## config.mk

```make
export PLATFORM = sky130hd
export DESIGN_NAME = bounded_byte_stack
export DESIGN_NICKNAME = d
export VERILOG_FILES = /design/src/sv/bbs_pkg.sv /design/src/sv/bbs_mem.sv /design/src/sv/bounded_byte_stack.sv
export SDC_FILE = /design/constraint.sdc
export NUM_CORES = 1
export LEC_CHECK = 0
export BUFFER_PORTS_ARGS = -buffer_cell sky130_fd_sc_hd__buf_2
export CAP_MARGIN = 40
export CELL_PAD_IN_SITES_DETAIL_PLACEMENT = 0
export CELL_PAD_IN_SITES_GLOBAL_PLACEMENT = 2
export CORE_MARGIN = 1.5
export CORE_UTILIZATION = 25
export CTS_BUF_LIST = sky130_fd_sc_hd__clkbuf_4
export DETAILED_ROUTE_END_ITERATION = 8
export PLACE_DENSITY = 0.56
export SETUP_SLACK_MARGIN = 0.4
export SLEW_MARGIN = 20
export SYNTH_ARGS = -nofsm -noshare
export SYNTH_HDL_FRONTEND = slang
export SYNTH_SLANG_ARGS = --single-unit
export TNS_END_PERCENT = 20
```

## constraint.sdc

```tcl
create_clock -name i_clk -period 3.89 [get_ports i_clk]
set_input_delay 0.5835 -clock i_clk [delete_from_list [all_inputs] [get_ports i_clk]]
set_output_delay 0.5835 -clock i_clk [all_outputs]
set_load 0.01 [all_outputs]
```

## src/sv/bbs_pkg.sv

```systemverilog
// ----------------------------------------------------------------------------
// bbs_pkg: shared types and constants of the bounded byte stack
// Holds the stack geometry, the operation codes, the command and result
// words and the memory port bundles.
// ----------------------------------------------------------------------------
package bbs_pkg;

    // Stack geometry
    localparam int DEPTH  = 64;
    localparam int ADDR_W = (DEPTH > 1) ? $clog2(DEPTH) : 1;
    localparam int CNT_W  = $clog2(DEPTH + 1);
    localparam int CAP_W  = 7;
    localparam int OP_W   = 3;
    localparam int BYTE_W = 8;

    typedef enum logic [OP_W-1:0] {
        OP_PUSH      = 3'd0,
        OP_POP       = 3'd1,
        OP_PEEK      = 3'd2,
        OP_DUMP_DOWN = 3'd3,
        OP_DUMP_UP   = 3'd4
    } t_op;

    typedef enum logic {
        ST_IDLE = 1'b0,
        ST_DUMP = 1'b1
    } t_state;

    typedef struct packed {
        logic [OP_W-1:0]   op;
        logic [BYTE_W-1:0] push_byte;
    } t_cmd;

    typedef struct packed {
        logic [BYTE_W-1:0] out_byte;
        logic              is_last;
    } t_res;

    typedef struct packed {
        logic              en;
        logic [ADDR_W-1:0] addr;
        logic [BYTE_W-1:0] data;
    } t_mem_wr;

    typedef struct packed {
        logic              en;
        logic [ADDR_W-1:0] addr;
    } t_mem_rd;

endpackage

```

## src/sv/bbs_mem.sv

```systemverilog
// ----------------------------------------------------------------------------
// bbs_mem: entry storage of the byte stack
// One write port, one read port, read data registered.
// ----------------------------------------------------------------------------
module bbs_mem
    import bbs_pkg::*;
(
    input  logic              i_clk,
    input  t_mem_wr           i_wr,
    input  t_mem_rd           i_rd,
    output logic [BYTE_W-1:0] o_rd_data
);

    logic [BYTE_W-1:0] r_mem [DEPTH];
    logic [BYTE_W-1:0] r_rd_data;

    always_ff @(posedge i_clk) begin
        if (i_wr.en) begin
            r_mem[i_wr.addr] <= i_wr.data;
        end
    end

    always_ff @(posedge i_clk) begin
        if (i_rd.en) begin
            r_rd_data <= r_mem[i_rd.addr];
        end
    end

    assign o_rd_data = r_rd_data;

endmodule

```

## src/sv/bounded_byte_stack.sv

```systemverilog
// ----------------------------------------------------------------------------
// bounded_byte_stack: last-in first-out byte stack with settable capacity
// Push, pop, peek and two dump orders over a single-port-read byte memory.
// ----------------------------------------------------------------------------
//
//  channel   | signals                         | handshake
//  ----------+---------------------------------+---------------------------------
//  command   | start, busy, i_cmd              | taken when start & !busy
//  result    | o_strobe, o_result              | each word strobed, no stall
//  capacity  | i_cfg_we, i_cfg_data            | written when i_cfg_we is high
//
//  Push, pop and peek leave busy low, and a new command may follow
//  in the very next cycle. Peek shows its word in the cycle after the accept.
//  A dump of n entries issues one memory read per entry: busy is high
//  after the accept while the reads after the first are issued, words
//  appear from the cycle after the accept, one per cycle, the final one flagged by is_last.
//  Reset (synchronous, active low) empties the stack and sets capacity to 64;
//  the entry memory itself is not cleared, only the fill count.
//  The receiver cannot hold words off, so nothing here ever stalls on it.
//
module bounded_byte_stack
    import bbs_pkg::*;
(
    input  logic             i_clk,
    input  logic             i_rst_n,
    input  logic             start,
    output logic             busy,
    input  t_cmd             i_cmd,
    output logic             o_strobe,
    output t_res             o_result,
    input  logic             i_cfg_we,
    input  logic [CAP_W-1:0] i_cfg_data
);

    // Control state
    t_state            r_state, n_state;
    logic [CNT_W-1:0]  r_fill, n_fill;
    logic [CNT_W-1:0]  r_remain, n_remain;   // dump reads still to issue
    logic [ADDR_W-1:0] r_addr, n_addr;       // next dump read address
    logic              r_up, n_up;           // dump direction: base to top
    logic [CAP_W-1:0]  r_cap;
    logic              r_out_valid;
    logic              r_out_last;

    // Memory ports
    t_mem_wr           mem_wr;
    t_mem_rd           mem_rd;
    logic              rd_last;
    logic [BYTE_W-1:0] rd_data;

    logic              accept;
    logic              is_dump;
    logic [CNT_W-1:0]  usable;
    logic [CNT_W-1:0]  fill_m1;
    logic [CNT_W-1:0]  fill_m2;

    assign accept  = start && !busy;
    assign is_dump = (i_cmd.op == OP_DUMP_DOWN) || (i_cmd.op == OP_DUMP_UP);
    // Clamp capacity to the physical depth
    assign usable  = (r_cap > CAP_W'(DEPTH)) ? CNT_W'(DEPTH) : r_cap[CNT_W-1:0];
    assign fill_m1 = r_fill - CNT_W'(1);
    assign fill_m2 = r_fill - CNT_W'(2);

    // Next-state logic
    always_comb begin
        n_state = r_state;
        case (r_state)
            ST_IDLE: begin
                // A dump of more than one entry needs further read cycles
                if (accept && is_dump && (r_fill > CNT_W'(1))) begin
                    n_state = ST_DUMP;
                end
            end
            ST_DUMP: begin
                if (r_remain == CNT_W'(1)) begin
                    n_state = ST_IDLE;
                end
            end
            default: n_state = ST_IDLE;
        endcase
    end

    // Datapath control and memory access
    always_comb begin
        n_fill   = r_fill;
        n_remain = r_remain;
        n_addr   = r_addr;
        n_up     = r_up;
        mem_wr   = '0;
        mem_rd   = '0;
        rd_last  = 1'b0;
        busy     = 1'b0;
        case (r_state)
            ST_IDLE: begin
                if (accept) begin
                    case (i_cmd.op)
                        OP_PUSH: begin
                            // Drop the byte when full
                            if (r_fill < usable) begin
                                mem_wr.en   = 1'b1;
                                mem_wr.addr = r_fill[ADDR_W-1:0];
                                mem_wr.data = i_cmd.push_byte;
                                n_fill      = r_fill + CNT_W'(1);
                            end
                        end
                        OP_POP: begin
                            if (r_fill != '0) begin
                                n_fill = fill_m1;
                            end
                        end
                        OP_PEEK: begin
                            if (r_fill != '0) begin
                                mem_rd.en   = 1'b1;
                                mem_rd.addr = fill_m1[ADDR_W-1:0];
                                rd_last     = 1'b1;
                            end
                        end
                        OP_DUMP_DOWN: begin
                            // Issue the top entry now, walk down from there
                            if (r_fill != '0) begin
                                mem_rd.en   = 1'b1;
                                mem_rd.addr = fill_m1[ADDR_W-1:0];
                                rd_last     = (r_fill == CNT_W'(1));
                                n_remain    = fill_m1;
                                n_addr      = fill_m2[ADDR_W-1:0];
                                n_up        = 1'b0;
                            end
                        end
                        OP_DUMP_UP: begin
                            // Issue the base entry now, walk up from there
                            if (r_fill != '0) begin
                                mem_rd.en   = 1'b1;
                                mem_rd.addr = '0;
                                rd_last     = (r_fill == CNT_W'(1));
                                n_remain    = fill_m1;
                                n_addr      = ADDR_W'(1);
                                n_up        = 1'b1;
                            end
                        end
                        default: ;
                    endcase
                end
            end
            ST_DUMP: begin
                busy        = 1'b1;
                mem_rd.en   = 1'b1;
                mem_rd.addr = r_addr;
                rd_last     = (r_remain == CNT_W'(1));
                n_remain    = r_remain - CNT_W'(1);
                n_addr      = r_up ? (r_addr + ADDR_W'(1)) : (r_addr - ADDR_W'(1));
            end
            default: busy = 1'b0;
        endcase
    end

    always_ff @(posedge i_clk) begin
        if (!i_rst_n) begin
            r_state     <= ST_IDLE;
            r_fill      <= '0;
            r_remain    <= '0;
            r_addr      <= '0;
            r_up        <= 1'b0;
            r_cap       <= CAP_W'(64);
            r_out_valid <= 1'b0;
            r_out_last  <= 1'b0;
        end else begin
            r_state     <= n_state;
            r_fill      <= n_fill;
            r_remain    <= n_remain;
            r_addr      <= n_addr;
            r_up        <= n_up;
            // Every read turns into exactly one result word next cycle
            r_out_valid <= mem_rd.en;
            r_out_last  <= rd_last;
            if (i_cfg_we) begin
                r_cap <= i_cfg_data;
            end
        end
    end

    bbs_mem u_mem (
        .i_clk     (i_clk),
        .i_wr      (mem_wr),
        .i_rd      (mem_rd),
        .o_rd_data (rd_data)
    );

    assign o_strobe = r_out_valid;
    assign o_result = t_res'{out_byte: rd_data, is_last: r_out_last};

endmodule

```

### Word level (Yosys, flattened, before mapping)

Memories as Yosys holds them, arrays and structs flattened. A register that Yosys moved wholly into a read port is not among the register bits.
Cells that the tools add are included.

* register bits after elaboration: 31
* memories: 1
* logic and storage cells: 86
* memory bits (writable): 512
* output and inout bits: 11
* input port bits: 22

Memories
* u_mem.r_mem: words 64, width 8, read ports 1, clocked after Yosys merged registers in 1, wr ports 1, RTL line bbs_mem.sv:14 `logic [BYTE_W-1:0] r_mem [DEPTH];`

* add/subtract/negate cells: 6
* multiplexer cells: 36
* eq/ne operators: 16
* order comparisons: 3
* bitwise logic cells: 1
* reduce and logical (&&, ||, !) cells: 15

Operators with widths (number)
* $mux 15: 4
* $mux 7: 8
* $pmux 7 s2: 4
* $mux 6: 4
* $pmux 6 s2: 2
* $eq 7x1->1 const B: 2
* $sub 7x1->7 const B: 2
* $mux 1: 10
* $ne 2x2->1 const B: 5
* $reduce_and 5->1: 2
* $ne 3x3->1 const B: 3
* $pmux 1 s2: 4
* $add 7x1->7 const B: 1
* $gt 7x1->1 const B: 1
* $gt 7x7->1 const B: 1
* $lt 7x7->1: 1
* $reduce_bool 7->1: 1
* $add 6x1->6 const B: 1
* $eq 3x2->1 const B: 2
* $sub 6x1->6 const B: 1
* $sub 6x2->6 const B: 1
* $ne 2x1->1 const B: 2
* $reduce_and 4->1: 1
* $reduce_bool 2->1: 2
* other kinds (9): 12

### Longest topological paths before layout

* depth in word-level cells: 9
* depth in mapped cells: 16
* gate-level depth less buffers: 10

### By module

From an unflattened synthesis, not the netlist that was laid out.

* cells, all modules: 1238
* area total of the unflattened synthesis: 22644.2 µm²

Modules (own cells, without submodules)
* bbs_mem: times used 1, cells an instance 940, sequential area each 15615.0 µm², area each 20246.9 µm²
* bounded_byte_stack: times used 1, cells an instance 298, sequential area each 620.6 µm², area each 2397.3 µm²

### Worst setup path before layout

No wires, ideal clock.

* path type: flip-flop to flip-flop
* from: register r_cap[6]
* to: memory u_mem.r_mem[20][0], enable pin
* arrival: 3.090 ns
* path slack: 0.405 ns
* setup time: 0.395 ns
* clock period less this slack: 3.485 ns
* buffers on the path: 2
* stages on the path, launching flop included: 12
* required time: 3.495 ns
* path through: dfxtp_1 -> inv_1 -> nand2_1 -> ha_1 -> a21o_1 -> a21o_1 -> a2111oi_2 -> nor2_1 -> clkbuf_1 -> or3_1 -> clkbuf_1 -> nor4_1

* cells in the longest elaborated chain, start to end: 9

RTL lines
* start: declaration: RTL line bounded_byte_stack.sv:41 `logic [CAP_W-1:0] r_cap;`
* start signal: assignment: RTL line bounded_byte_stack.sv:176 `r_cap <= i_cfg_data;`
* $gt 7x7->1: RTL line bounded_byte_stack.sv:60 `assign usable = (r_cap > CAP_W'(DEPTH)) ? CNT_W'(DEPTH) : r_cap[CNT_W-1:0];`
* $mux 7 (*): RTL line bounded_byte_stack.sv:60
* $lt 7x7->1 (*): RTL line bounded_byte_stack.sv:99 `if (r_fill < usable) begin`
* $mux 15 (*): RTL line bounded_byte_stack.sv:99
* $mux 15 (*): RTL line bounded_byte_stack.sv:96 `case (i_cmd.op)`
* $mux 15 (*): RTL line bounded_byte_stack.sv:95 `if (accept) begin`
* $mux 15 (*): RTL line bounded_byte_stack.sv:93 `case (r_state)`
* $mux 1: RTL line bbs_mem.sv:18 `if (i_wr.en) begin`
* $mux 1 (implied by the code): RTL line bbs_mem.sv:19 `r_mem[i_wr.addr] <= i_wr.data;`
* end: declaration: RTL line bbs_mem.sv:14

Every way passes the cells marked *; elsewhere a longest branch is shown, timed or not.

### Worst setup path in the final report

* from: register r_fill[1]
* to: memory u_mem.r_mem[23][6], enable pin

* cells in the longest elaborated chain, start to end: 7

RTL lines
* start: declaration: RTL line bounded_byte_stack.sv:37 `logic [CNT_W-1:0] r_fill, n_fill;`
* start signal: assignment: RTL line bounded_byte_stack.sv:168 `r_fill <= n_fill;`
* $lt 7x7->1: RTL line bounded_byte_stack.sv:99
* $mux 15 (*): RTL line bounded_byte_stack.sv:99
* $mux 15 (*): RTL line bounded_byte_stack.sv:96
* $mux 15 (*): RTL line bounded_byte_stack.sv:95
* $mux 15 (*): RTL line bounded_byte_stack.sv:93
* $mux 1: RTL line bbs_mem.sv:18
* $mux 1 (implied by the code): RTL line bbs_mem.sv:19

Marks and branches as above.

==> impl_metrics.toml <==
[run_status]
status = "finished, final reports clean"

[logic_synthesis]
synth_top_area_share_pct = 67.7
synth_seq_area_share_pct = 70.4
synth-edff-count = 520
synth_common_cells = "edfxtp_1, nand2_1, nand3_1"
synth_cell_types = 66
ys_ff_latch = 551
syn_inst = 1775
synth_area_leaders = "edfxtp_1, nand2_1, dfxtp_1, a211oi_1, nand3_1"
async_flop_share_pct = 0
ys.flop_type = "edfxtp_1"
avgSynthCellArea_um2 = 13.0
syn_area_um2 = 23100
yosysMostFrequentCell = "edfxtp_1"
ys_warn_count = 0
netlist.top_cell.by_area = "edfxtp_1"
synth_nets = 1817

[die]
dieArea_um2 = 94100
die-width_um = 307
std_cell_rows = 111
core_um2 = 91500
start_util_pct = 25.2
die_height_um = 307
io_pins = 33

[clocking]
tritoncts = "yes"
cts-root-buf = "clkbuf_4"
cts.clk_slew.worst_paths_ps = 70
clockBufferDepth = 3
cts_buffers = 152
insertion_delay_ps = 1010
cts_sinks = 551
htreeDepth = 4

[power]
p_leak_nw = 10.3
ir_drop_v = 0.000191
power_density_nw_per_um2 = 436

[global_route]
grt_overflow = 0
grt_pass1_wl_um = 112000
grt_pass1_vias = 16147
grt_max_degree = 67
antenna_found_initial = 3
grt_usage_pct = 16.5

[timing]
fin_worst_skew_ps = 97.5
max_freq_mhz = 285
layout_min_cycle_time_ps = 3500
hold_viol_final = 0
drv_slew = 0
max_slew_margin_pct = 43.6
setup_violations = 0
rsz0062_at_grt = "true"
worstMarginPinSlew_ps = 834
fin_crit_sh_pct = 90.1

[run]
cap_violations = 0

[route]
wl_per_cell_um = 23.2
drtIter0Drc = 1133
vias = 16026
ant_nets = 0
firstDrtPassIters = 5
vias_per_cell = 4.79
drcViolationCount = 0
drt_wl_total_um = 77700

[critical_path]
worstPathArrival_ps = 4110
r2r_start = "r_fill[1]$_SDFFE_PN0P_"
crit_path_end_kind = "register"
crit_required_ps = 4490
startpoint_type = "register"
criticalPathCategory = "register to register"
cp-startpoint = "r_fill[1]$_SDFFE_PN0P_"
path_max_fanout = 21

[placed_design]
io_buffer_count = 32
hpwl_um = 49400
gp_congestion = 0.845
dpl.cell_count = 3033

[cells_and_area]
syn2layout_area_growth_pct = 23.0
final_net_count = 2089
fin_util_pct = 31.0
layout-drive-gt1-share_pct = 24.0
fin_cells = 3345
final.fill_count = 9195

[worst_hold_path]
hold_path_class = "input pin to register"
hold_start = "i_cmd[10]"
## sequential cells by signal (all words and copies together) (netlist names)
register and count:
o_strobe 1, r_addr 6, r_cap 7, r_fill 7, r_out_last 1, r_remain 7, r_state 1, r_up 1
u_mem.o_rd_data 8, u_mem.r_mem 512
## cell families (layout without fill, tap and decap cells)
logic type                 Yosys count  in the layout  share of synthesized area (%)
buffers and inverters              127            510                           2.65
adders and majority gates           20             20                           1.12
AOI/OAI and AO/OA                  276            276                           8.33
DFF                                551            551                           70.4
and+or+nand+nor                    730            730                           14.5
other                                0              1                              0
muxes                               55             55                           2.39
xor gates and xnor gates            16             16                          0.608
## layer usage
layer	up-vias	wire length, um	GRT usage [%]
li1	7364	-	-
met1	8116	34500	21.7
met2	448	37600	27.0
met3	98	3960	3.19
met4	0	1610	6.02
met5	-	0	0
## power by group
group / switching (mW) / internal (mW) / total, mW
clock network: 2.50 / 2.77 / 5.27
registers: 0.0212 / 6.45 / 6.48
logic: 0.406 / 0.221 / 0.627
## layout make-up
class / count / area, um^2 / area share (%)
repair buffers: 233 / 2170 / 7.67
clock buffers: 216 / 1620 / 5.72
flip-flops and latches: 551 / 16200 / 57.3
inverters: 12 / 46.3 / 0.163
clock inverters: 49 / 313 / 1.10
multi-input cells: 1097 / 6480 / 22.9
well taps: 1186 / 1480 / 5.23
diodes: 1 / 2.50 / 0.00882
## per-stage QoR
step	setup WS, ps	instance area (um^2)	setup TNS (ps)	total power [mW]	hold slack (ps)
5_1_grt	296	28400	0	12.9	166
6_report	386	28400	0	12.4	180
4_1_cts	313	28200	0	12.6	25.6
3_3_place_gp	-44.5	25700	-92.6	7.18	462
2_1_floorplan	405	23100	0	6.91	435
3_5_place_dp	-25.2	25700	-48.2	7.19	462
## path summary, 6_finish.rpt
kind                                                endpoint  slack [ps]  cells after the start
worst max register to register  u_mem.r_mem[23][6]$_DFFE_PP_         390                      9
worst min-delay path                   r_out_last$_SDFF_PN0_         180                      5
worst min register to register      r_remain[6]$_SDFFE_PN0P_         470                      1
worst max-delay path            u_mem.r_mem[23][6]$_DFFE_PP_         390                      9
## timing repair
item / in CTS / in global routing
pin swaps: 14 / 7
buffers inserted: 11 / 11
resized for setup: 31 / 10
hold buffers: 19 / 0
hold endpoints to repair: 16 / 0
endpoints found under the setup margin: 83 / 275
cloned: 4 / 0
## worst max-delay path, stage by stage (launching register included)
cell and delay [ps]:
dfxtp_1 330, buf_4 350, ha_1 300, a21o_1 160, a21o_1 190, a2111oi_2 410
buf_4 200, nor2_4 110, or3_1 540, nor2_2 490
## placed cells by master (no fill, tap or decap), drive strengths merged, types with 4 or more instances in the layout
cell type,Yosys,layout
a211oi,81,81
a21oi,59,59
a221oi,16,16
a22oi,10,10
a311oi,25,25
a31oi,25,25
and2,15,15
and3,57,57
buf,55,210
bufbuf,0,4
clkbuf,60,216
clkinv,3,40
clkinvlp,0,4
dfxtp,31,31
dlygate4sd3,0,19
edfxtp,520,520
ha,19,19
inv,9,14
mux2i,54,54
nand2,358,358
nand2b,7,7
nand3,116,116
nand4,36,36
nor2,79,79
nor3,13,13
nor4,28,28
o21ai,35,35
or2,4,4
or3,6,6
xnor2,11,11
xor2,5,5
No activity file was read; power rests on OpenSTA's default activity.
